**src/rtl/core/utf8s_pkg.sv**
```systemverilog
`timescale 1ns / 1ps

package utf8s_pkg;

    // Number of classified beats that can wait between front and back.
    localparam int QUEUE_DEPTH = 4;

    // Lead byte length codes.
    localparam logic [2:0] LEN_INVALID = 3'd0;
    localparam logic [2:0] LEN_ASCII   = 3'd1;
    localparam logic [2:0] LEN_TWO     = 3'd2;
    localparam logic [2:0] LEN_THREE   = 3'd3;
    localparam logic [2:0] LEN_FOUR    = 3'd4;

    // Bytes of U+FFFD in UTF-8.
    localparam logic [7:0] REPL_BYTE0 = 8'hEF;
    localparam logic [7:0] REPL_BYTE1 = 8'hBF;
    localparam logic [7:0] REPL_BYTE2 = 8'hBD;

    // One output burst: an optional replacement, up to four passed bytes,
    // and another optional replacement, in that order.
    typedef struct packed {
        logic            pre_repl;
        logic            post_repl;
        logic [2:0]      data_count;
        logic [3:0][7:0] data;
        logic            text_last;
    } t_job;

    function automatic logic [2:0] lead_length(input logic [7:0] b);
        logic [2:0] len;
        if (b < 8'h80) begin
            len = LEN_ASCII;
        end else if (b >= 8'hC2 && b <= 8'hDF) begin
            len = LEN_TWO;
        end else if (b >= 8'hE0 && b <= 8'hEF) begin
            len = LEN_THREE;
        end else if (b >= 8'hF0 && b <= 8'hF4) begin
            len = LEN_FOUR;
        end else begin
            len = LEN_INVALID;
        end
        return len;
    endfunction

    function automatic logic [7:0] repl_byte(input logic [1:0] k);
        logic [7:0] v;
        case (k)
            2'd0: begin
                v = REPL_BYTE0;
            end
            2'd1: begin
                v = REPL_BYTE1;
            end
            default: begin
                v = REPL_BYTE2;
            end
        endcase
        return v;
    endfunction

endpackage

```
**src/rtl/core/utf8s_front.sv**
```systemverilog
`timescale 1ns / 1ps

module utf8s_front (
    input  logic              i_clk,
    input  logic              i_rst_n,
    input  logic              i_in_valid,
    output logic              o_in_stall,
    input  logic [7:0]        i_in_byte,
    input  logic              i_text_last,
    input  logic              i_full,
    output logic              o_push,
    output utf8s_pkg::t_job   o_job
);

    logic [7:0] r_held [3];
    logic [1:0] r_held_count;
    logic [2:0] r_seq_len;
    logic [1:0] n_held_count;
    logic [2:0] n_seq_len;

    logic            accept;
    logic [2:0]      lead;
    logic [7:0]      lo;
    logic [7:0]      hi;
    logic            cont_ok;
    logic            fresh;
    logic            store;
    logic [1:0]      store_idx;
    utf8s_pkg::t_job job;

    assign accept     = i_in_valid && !i_full;
    assign o_in_stall = i_full;
    assign lead       = utf8s_pkg::lead_length(i_in_byte);

    // Second-byte ranges narrowed by the lead byte (Unicode table 3-7).
    always_comb begin
        lo = 8'h80;
        hi = 8'hBF;
        if (r_held_count == 2'd1) begin
            case (r_held[0])
                8'hE0: begin
                    lo = 8'hA0;
                end
                8'hED: begin
                    hi = 8'h9F;
                end
                8'hF0: begin
                    lo = 8'h90;
                end
                8'hF4: begin
                    hi = 8'h8F;
                end
                default: begin
                    lo = 8'h80;
                end
            endcase
        end
        cont_ok = (i_in_byte >= lo) && (i_in_byte <= hi);
    end

    always_comb begin
        job            = '0;
        job.data       = {8'h00, r_held[2], r_held[1], r_held[0]};
        job.text_last  = i_text_last;
        n_held_count   = r_held_count;
        n_seq_len      = r_seq_len;
        fresh          = 1'b0;
        store          = 1'b0;
        store_idx      = r_held_count;

        if (r_held_count != 2'd0) begin
            if (cont_ok) begin
                if ({1'b0, r_held_count} + 3'd1 == r_seq_len) begin
                    job.data_count          = {1'b0, r_held_count} + 3'd1;
                    job.data[r_held_count]  = i_in_byte;
                    n_held_count            = 2'd0;
                    n_seq_len               = 3'd0;
                end else if (r_held_count < 2'd3) begin
                    store        = 1'b1;
                    n_held_count = r_held_count + 2'd1;
                end
            end else begin
                job.pre_repl = 1'b1;
                n_held_count = 2'd0;
                n_seq_len    = 3'd0;
                fresh        = 1'b1;
            end
        end else begin
            fresh = 1'b1;
        end

        if (fresh) begin
            store_idx = 2'd0;
            case (lead)
                utf8s_pkg::LEN_ASCII: begin
                    job.data[0]    = i_in_byte;
                    job.data_count = 3'd1;
                end
                utf8s_pkg::LEN_INVALID: begin
                    job.post_repl = 1'b1;
                end
                default: begin
                    store        = 1'b1;
                    n_held_count = 2'd1;
                    n_seq_len    = lead;
                end
            endcase
        end

        // Text ends inside a sequence: the held part becomes one replacement.
        if (i_text_last && n_held_count != 2'd0) begin
            job.post_repl = 1'b1;
            n_held_count  = 2'd0;
            n_seq_len     = 3'd0;
        end
    end

    assign o_job  = job;
    assign o_push = accept && (job.pre_repl || job.post_repl || job.data_count != 3'd0);

    always_ff @(posedge i_clk) begin
        if (!i_rst_n) begin
            r_held_count <= 2'd0;
            r_seq_len    <= 3'd0;
        end else if (accept) begin
            r_held_count <= n_held_count;
            r_seq_len    <= n_seq_len;
        end
    end

    always_ff @(posedge i_clk) begin
        if (accept && store) begin
            r_held[store_idx] <= i_in_byte;
        end
    end

    a_held_below_len: assert property (@(posedge i_clk) disable iff (!i_rst_n)
        r_held_count != 2'd0 |-> {1'b0, r_held_count} < r_seq_len)
        else $error("held byte count not below announced sequence length");

    a_last_clears: assert property (@(posedge i_clk) disable iff (!i_rst_n)
        accept && i_text_last |=> r_held_count == 2'd0)
        else $error("bytes still held after end of text");

    a_last_pushes: assert property (@(posedge i_clk) disable iff (!i_rst_n)
        accept && i_text_last |-> o_push)
        else $error("end of text produced no output beat");

endmodule

```
**src/rtl/core/utf8s_queue.sv**
```systemverilog
`timescale 1ns / 1ps

module utf8s_queue #(
    parameter int DEPTH = utf8s_pkg::QUEUE_DEPTH
) (
    input  logic              i_clk,
    input  logic              i_rst_n,
    input  logic              i_push,
    input  utf8s_pkg::t_job   i_job,
    output logic              o_full,
    input  logic              i_pop,
    output logic              o_valid,
    output utf8s_pkg::t_job   o_job
);

    localparam int PTR_W = $clog2(DEPTH);
    localparam int CNT_W = PTR_W + 1;

    utf8s_pkg::t_job r_mem [DEPTH];
    logic [PTR_W-1:0] r_wr_ptr;
    logic [PTR_W-1:0] r_rd_ptr;
    logic [CNT_W-1:0] r_count;

    assign o_full  = (r_count == CNT_W'(DEPTH));
    assign o_valid = (r_count != '0);
    assign o_job   = r_mem[r_rd_ptr];

    always_ff @(posedge i_clk) begin
        if (!i_rst_n) begin
            r_wr_ptr <= '0;
            r_rd_ptr <= '0;
            r_count  <= '0;
        end else begin
            if (i_push) begin
                r_wr_ptr <= (r_wr_ptr == PTR_W'(DEPTH - 1)) ? '0 : r_wr_ptr + 1'b1;
            end
            if (i_pop) begin
                r_rd_ptr <= (r_rd_ptr == PTR_W'(DEPTH - 1)) ? '0 : r_rd_ptr + 1'b1;
            end
            if (i_push && !i_pop) begin
                r_count <= r_count + 1'b1;
            end else if (i_pop && !i_push) begin
                r_count <= r_count - 1'b1;
            end
        end
    end

    always_ff @(posedge i_clk) begin
        if (i_push) begin
            r_mem[r_wr_ptr] <= i_job;
        end
    end

    a_no_overflow: assert property (@(posedge i_clk) disable iff (!i_rst_n)
        !(i_push && o_full && !i_pop) && !(i_pop && !o_valid))
        else $error("queue overflow or underflow");

endmodule

```
**src/rtl/core/utf8s_back.sv**
```systemverilog
`timescale 1ns / 1ps

module utf8s_back (
    input  logic              i_clk,
    input  logic              i_rst_n,
    input  logic              i_job_valid,
    input  utf8s_pkg::t_job   i_job,
    output logic              o_pop,
    output logic              o_out_valid,
    input  logic              i_out_stall,
    output logic [7:0]        o_out_byte,
    output logic              o_is_replacement,
    output logic              o_run_last,
    output logic              o_text_end
);

    logic [2:0] r_idx;
    logic       r_out_valid;
    logic [7:0] r_out_byte;
    logic       r_is_repl;
    logic       r_run_last;
    logic       r_text_end;

    logic [3:0] pre_len;
    logic [3:0] len;
    logic [3:0] off;
    logic [3:0] tail;
    logic [7:0] cur_byte;
    logic       cur_repl;
    logic       last_byte;
    logic       load;

    always_comb begin
        pre_len = i_job.pre_repl ? 4'd3 : 4'd0;
        len     = pre_len + {1'b0, i_job.data_count} + (i_job.post_repl ? 4'd3 : 4'd0);
        off     = {1'b0, r_idx} - pre_len;
        tail    = off - {1'b0, i_job.data_count};
        if (i_job.pre_repl && r_idx < 3'd3) begin
            cur_byte = utf8s_pkg::repl_byte(r_idx[1:0]);
            cur_repl = 1'b1;
        end else if (off < {1'b0, i_job.data_count}) begin
            cur_byte = i_job.data[off[1:0]];
            cur_repl = 1'b0;
        end else begin
            cur_byte = utf8s_pkg::repl_byte(tail[1:0]);
            cur_repl = 1'b1;
        end
        last_byte = ({1'b0, r_idx} == len - 4'd1);
    end

    assign load  = i_job_valid && (!r_out_valid || !i_out_stall);
    assign o_pop = load && last_byte;

    always_ff @(posedge i_clk) begin
        if (!i_rst_n) begin
            r_idx       <= 3'd0;
            r_out_valid <= 1'b0;
        end else begin
            if (load) begin
                r_idx <= last_byte ? 3'd0 : r_idx + 3'd1;
            end
            if (load) begin
                r_out_valid <= 1'b1;
            end else if (!i_out_stall) begin
                r_out_valid <= 1'b0;
            end
        end
    end

    always_ff @(posedge i_clk) begin
        if (load) begin
            r_out_byte <= cur_byte;
            r_is_repl  <= cur_repl;
            r_run_last <= last_byte;
            r_text_end <= last_byte && i_job.text_last;
        end
    end

    assign o_out_valid      = r_out_valid;
    assign o_out_byte       = r_out_byte;
    assign o_is_replacement = r_is_repl;
    assign o_run_last       = r_run_last;
    assign o_text_end       = r_text_end;

    a_idx_in_burst: assert property (@(posedge i_clk) disable iff (!i_rst_n)
        i_job_valid |-> {1'b0, r_idx} < len)
        else $error("burst position beyond burst length");

    a_end_is_run_last: assert property (@(posedge i_clk) disable iff (!i_rst_n)
        o_out_valid && o_text_end |-> o_run_last)
        else $error("end of text on a beat that does not close its run");

endmodule

```
**src/rtl/core/utf8_sanitizer.sv**
```systemverilog
`timescale 1ns / 1ps

// UTF-8 sanitizer. Raw text enters one byte per beat on the input channel
// (i_in_valid / o_in_stall, with i_text_last on the final byte of a text).
// Sanitized UTF-8 leaves one byte per beat on the output channel
// (o_out_valid / i_out_stall). Well-formed sequences pass unchanged; every
// ill-formed maximal subpart becomes the three bytes EF BF BD, flagged by
// o_is_replacement. o_run_last marks the last byte caused by one input byte
// and o_text_end the last byte of the whole text.
// The front decodes and holds partial sequences, then queues one burst of
// one to six bytes per input byte that yields output; the back plays a
// burst out of the queue one byte per cycle, unless the output stalls,
// through the output register, which follows the queue. Plain text flows
// at one byte per cycle while the output does not stall; a burst of n
// bytes takes n output beats. A stalled output byte holds in the output
// register while the front keeps taking input; the input stalls only once
// the queue (QUEUE_DEPTH bursts) fills. Reset (synchronous, active low)
// empties the queue, drops any partial sequence and clears the output valid.

module utf8_sanitizer #(
    parameter int QUEUE_DEPTH = utf8s_pkg::QUEUE_DEPTH
) (
    input  logic       i_clk,
    input  logic       i_rst_n,
    input  logic       i_in_valid,
    output logic       o_in_stall,
    input  logic [7:0] i_in_byte,
    input  logic       i_text_last,
    output logic       o_out_valid,
    input  logic       i_out_stall,
    output logic [7:0] o_out_byte,
    output logic       o_is_replacement,
    output logic       o_run_last,
    output logic       o_text_end
);

    // Front to queue: one classified burst per accepted byte, when non-empty.
    logic            push;
    logic            full;
    utf8s_pkg::t_job push_job;

    // Queue to back.
    logic            pop;
    logic            head_valid;
    utf8s_pkg::t_job head_job;

    utf8s_front u_front (
        .i_clk       (i_clk),
        .i_rst_n     (i_rst_n),
        .i_in_valid  (i_in_valid),
        .o_in_stall  (o_in_stall),
        .i_in_byte   (i_in_byte),
        .i_text_last (i_text_last),
        .i_full      (full),
        .o_push      (push),
        .o_job       (push_job)
    );

    // The queue lets the front keep decoding while the back emits a burst.
    utf8s_queue #(
        .DEPTH (QUEUE_DEPTH)
    ) u_queue (
        .i_clk   (i_clk),
        .i_rst_n (i_rst_n),
        .i_push  (push),
        .i_job   (push_job),
        .o_full  (full),
        .i_pop   (pop),
        .o_valid (head_valid),
        .o_job   (head_job)
    );

    utf8s_back u_back (
        .i_clk            (i_clk),
        .i_rst_n          (i_rst_n),
        .i_job_valid      (head_valid),
        .i_job            (head_job),
        .o_pop            (pop),
        .o_out_valid      (o_out_valid),
        .i_out_stall      (i_out_stall),
        .o_out_byte       (o_out_byte),
        .o_is_replacement (o_is_replacement),
        .o_run_last       (o_run_last),
        .o_text_end       (o_text_end)
    );

endmodule
```
**config.mk**
```make
export PLATFORM = sky130hd
export DESIGN_NAME = utf8_sanitizer
export DESIGN_NICKNAME = d
export VERILOG_FILES = /design/src/rtl/core/utf8s_pkg.sv /design/src/rtl/core/utf8s_front.sv /design/src/rtl/core/utf8s_queue.sv /design/src/rtl/core/utf8s_back.sv /design/src/rtl/core/utf8_sanitizer.sv
export SDC_FILE = /design/constraint.sdc
export NUM_CORES = 1
export LEC_CHECK = 0
export BUFFER_PORTS_ARGS = -buffer_cell sky130_fd_sc_hd__buf_2
export CAP_MARGIN = 20
export CORE_UTILIZATION = 45
export CTS_CLUSTER_DIAMETER = 80
export DETAILED_ROUTE_END_ITERATION = 7
export PLACE_DENSITY = 0.6
export RECOVER_POWER = 25
export SLEW_MARGIN = 0
export SYNTH_ARGS = -nofsm -noshare
export SYNTH_HDL_FRONTEND = slang
export SYNTH_SLANG_ARGS = --single-unit
```
**constraint.sdc**
```tcl
create_clock -name i_clk -period 5.9 [get_ports i_clk]
set_clock_uncertainty 0.1 [all_clocks]
set_input_delay 0.885 -clock i_clk [delete_from_list [all_inputs] [get_ports i_clk]]
set_output_delay 0.885 -clock i_clk [all_outputs]
set_load 0.03 [all_outputs]
```
# After elaboration in Yosys (flattened, before gate mapping)
# Memory sizes are Yosys's and may differ from the RTL's. A register that Yosys moved wholly into a read port is not among the register bits.
# Index checks and enable logic that the tools add are counted.
# op_classes
addsub,12
mul,0
div,0
n_lt_le_gt_ge,15
eq_ne,14
shifts,0
muxes,65
bitwise_logic,0
n_reduce_logical,32
# op_table
op,count
$mux W35,3
$mux W8,8
$mux W3,14
$bwmux W32,1
$eq A8 B8 Y1 const B,4
$mux W2,14
$pmux W7 S2,2
$ge A8 B8 Y1 const B,3
$le A8 B8 Y1 const B,3
$pmux W6 S2,2
$mux W1,18
$bmux W8 S2,1
$demux W8 S2,1
$logic_and A1 B1 Y1,15
$ge A8 B8 Y1,1
$le A8 B8 Y1,1
$lt A8 B8 Y1 const B,1
$add A2 B1 Y2 const B,3
$add A3 B1 Y3 const B,2
$eq A2 B1 Y1 const B,3
$lt A2 B3 Y1 const B,2
$reduce_bool A2 Y1,3
$reduce_bool A3 Y1,2
$logic_not A1 Y1,5
22 further kinds,26
# word_totals
register_bits,27
latch_bits,0
mem_bits_rw,176
mem_bits_ro,0
in_bits,13
output_inout_bits,13
memories,2
# memory_table
memory,words,width,rd,rd_ports_with_merged_regs,wr,line,rtl
u_queue.r_mem,4,38,1,1,1,utf8s_queue.sv:19,utf8s_pkg::t_job r_mem [DEPTH];
u_front.r_held,3,8,3,0,1,utf8s_front.sv:15,logic [7:0] r_held [3];

# Longest topological paths before layout
# depth
ltp_word,20
mapped_depth,20

# Hierarchy
# From an unflattened synthesis, not the netlist that was laid out.
# unflattened
hier_cells,523
hier_area_um2,9148.8
# modules_own_cells
module,n_inst,cells_per_inst,area_per_inst_um2
utf8s_queue,1,242,5957.0
utf8s_front,1,180,1954.4
utf8s_back,1,101,1237.4

# Worst setup path before layout
# No wires, ideal clock.
# synth_timing
path_kind,register -> register
startpoint,reg with a tool-made name
endpoint,reg u_queue.r_count[2]
t_arrival_ns,4.614
path_slack_ns,1.110
path_stages_with_launch,21
n_path_buf,3
synth_period_minus_slack_ns,4.790
cell_sequence,dfxtp_1 > clkbuf_1 > clkbuf_1 > buf_2 > mux4_2 > inv_1 > ha_1 > inv_1 > fa_1 > ha_1 > fa_1 > xor2_1 > nor4_2 > and2_1 > inv_1 > ha_1 > inv_1 > fa_1 > xor2_1 > or3_1 > a21boi_0
# synth_lines
item,line,rtl
"end signal, assigned",utf8s_queue.sv:41,r_count <= r_count + 1'b1;
"end signal, assigned",utf8s_queue.sv:43,r_count <= r_count - 1'b1;
"end, declared",utf8s_queue.sv:22,logic [CNT_W-1:0] r_count;

==> results.md <==
* Status: complete, no violations
* Final setup TNS at 0 ns
* Post-Synthesis Cells at 531
* Top-area cell type share of the netlist area at 62.78%
* Pwr per Cell Area at between 400 and 500 nW/um^2
* Placed wire-length estimate at about 11000 microns
* Ys async rst share at 0%
* Initial antenna violation count at 0
* Die W at 143.0 microns
* ANT nets after route at 0
* DRT iter0 DRCs at ~270
* Slew @ Worst Pin at 1.265 ns
* WP data arrival at 5.38 ns
* Worst Path Max Fanout at 18
* Initial core utilization at 45.96%
* Pleak at 3.377 nW
* Via density at 5.495
* Met2 usage at 30.14%
* Clock sink count at 205
* Slew HR at roughly 15%
* Max cap viols at 0
* Synthesized area per cell at 16.85 sq um
* Fin. Hold Viols at 0
* Via count at 4704
* H-tree levels at 1
* # IOs at 26
* DIE AREA at 20440 sq um
* Clk slew on worst S/H paths at 0.06 ns
* Post-Place Worst Slack at 0.7687 ns
* Total track usage at 17.89%
* Largest cells by area after synthesis: edfxtp_1 63%, mux4_2 10%, dfxtp_1 4.0%
* Largest net degree at the start of global routing at 39
* Synth Register Bits at 205
* Post-CTS setup buffer count at 0
* Fmax achieved at 0.1979 GHz
* Final wirelength at 17100 microns
* GRT busiest layer: met2
* Post-CTS resize count at 0
* Core Area at ~19000 sq um
* Root Buffer: clkbuf_16
* Number of CTS-inserted buffers at 22
* Synth unique cells at 56
* Hold Crit Class: flip-flop to flip-flop
* Worst IR drop on VDD at roughly 0.25 mV
* Worst-Skew Late Latency at about 0.50 ns
* Startpoint types: flip-flop
* Routed length per instance at 19.98 microns
* Final #Nets at 621
* Routability cong. at 0.8024
* Final setup viols at 0
* GR Util met1 at 24.05%
* Synth warn at 0
* Post-synth EDFFs at between 150 and 200
* CTS tree: yes
* Final min period at about 5.1 ns
* Post-synthesis cell area at slightly below 9000 sq um
* Area Overhead vs Synth at 13.15%
* Row count at 51
* Cell taking the most area after synthesis: edfxtp_1
* Grt met3 use at 2.582%
* Die H at 143.0 microns
* Crit path capture type: flip-flop
* Router iterations before antenna repair at 5
* Critical path type: flip-flop to flip-flop
* Fin. max-slew vios at 0
* Tcrit/Tclk final at approximately 86%
* Remaining DRCs at 0
* Setup WS post-layout at 0.8469 ns
* Top_reg_cell synth: edfxtp_1
* Req. time, crit path at slightly above 6 ns
* CTS max path bufs at 3
* Vias in the first global route at around 5000
* I/O Buffers at 25
* Gr ovfl total at 0
* # diodes at 0
* RSZ-0062 raised after global routing: false
* Layout cell share with drive strength beyond 1 at 19.29%
* Post-synthesis sequential area ratio at 66.81%
* Core Util, Final at 52.00%
* Post-CTS Hold Buffers at 0
* First-pass GRT wire length at 26930 microns
==> worst paths after layout <==
path                                         start                 end  slack [ns]  depth (start not counted)
worst max-delay path                     flip-flop  u_queue.r_count[2]        0.85                         17
worst min-delay path            u_back.o_out_valid  u_back.o_out_valid        0.38                          2
worst max register to register           flip-flop  u_queue.r_count[2]        0.85                         17
worst min register to register  u_back.o_out_valid  u_back.o_out_valid        0.38                          2
==> through the flow <==
step           instances  total power [mW]  area (sq um)  hold slack, ns
2_1_floorplan        534             2.677          8956          0.3562
3_3_place_gp         813             2.973          9393          0.3630
3_5_place_dp         813             3.004          9393          0.3729
4_1_cts              852             4.309         10090          0.3838
5_1_grt              856             4.477         10120          0.4216
6_report             856             4.247         10120          0.3816
==> cell families (layout without fill, tap and decap cells) <==
| family | Yosys count | count (layout) | share of synthesized area (%) |
|---|---|---|---|
| mux | 70 | 70 | 13.71 |
| fa+ha+maj | 32 | 32 | 4.896 |
| other cells | 1 | 4 | 0.04192 |
| compound gates | 57 | 57 | 4.602 |
| xor+xnor | 9 | 9 | 0.8813 |
| simple gates | 115 | 115 | 7.162 |
| flops | 205 | 205 | 66.81 |
| buf+inv | 42 | 99 | 1.902 |
==> cell usage after synthesis, types with 8 or more instances <==
library cell	count
dfxtp_1	18
ha_1	27
clkbuf_1	8
and2_1	23
nor3_1	10
inv_1	25
mux4_2	40
mux2_2	20
nand2_1	30
edfxtp_1	187
mux2i_1	10
o21ai_0	15
nor2_1	15
==> placed cells by master (no fill, tap or decap), drive strengths merged, types with 5 or more instances in the layout <==
cell type / Yosys / final
edfxtp: 187 / 187
clkbuf: 8 / 51
mux4: 40 / 40
nand2: 30 / 30
ha: 27 / 27
inv: 25 / 25
and2: 24 / 24
mux2: 20 / 20
dfxtp: 18 / 18
nor2: 15 / 15
o21ai: 15 / 15
buf: 9 / 12
mux2i: 10 / 10
nor3: 10 / 10
a21oi: 8 / 8
clkinv: 0 / 8
nand2b: 7 / 7
nor2b: 7 / 7
xor2: 6 / 6
nor4: 6 / 6
fa: 5 / 5
nand3: 5 / 5
==> layer usage <==
layer,routed length [microns],vias up
li1,-,2154
met1,7726,2407
met2,8258,114
met3,766,29
met4,349,0
met5,0,-
==> sequential cells by signal (all words and copies together) (netlist names), named ones only <==
register and flops:
u_queue.r_count 3, u_front.r_seq_len 3, u_front.r_held_count 2, u_back.o_text_end 1, u_back.o_is_replacement 1, u_queue.r_wr_ptr 2, u_queue.r_mem 152, u_queue.r_rd_ptr 2
u_back.o_out_valid 1, u_back.o_run_last 1, u_front.r_held 24, u_back.o_out_byte 8, u_back.r_idx 3
==> report_power, final <==
part           total, mW  switching [mW]  internal (mW)
Clock               1.30           0.533          0.767
Sequential          1.85          0.0711           1.77
Combinational       1.10           0.650          0.449
Total               4.25            1.25           2.99
==> layout make-up <==
type,instances,area [sq um]
clock inverters,11,93.84
clock buffers,28,603.1
flip-flops and latches,205,5977
inverters,25,93.84
multi-input cells,287,2793
repair buffers,35,229.0
well taps,265,331.6
fillers,1591,9341
==> critical path, cell delays in order, from the launching register on <==
cell,delay [ns]
dfxtp_2,0.76
mux4_2,0.58
inv_1,0.10
ha_1,0.23
inv_1,0.07
fa_1,0.42
ha_1,0.22
fa_1,0.44
xor2_1,0.17
nor4_2,0.53
and2_1,0.26
inv_1,0.09
ha_1,0.22
inv_1,0.07
fa_1,0.18
xor2_1,0.07
or3_1,0.30
a21boi_0,0.15
No activity file was read; power rests on OpenSTA's default activity.
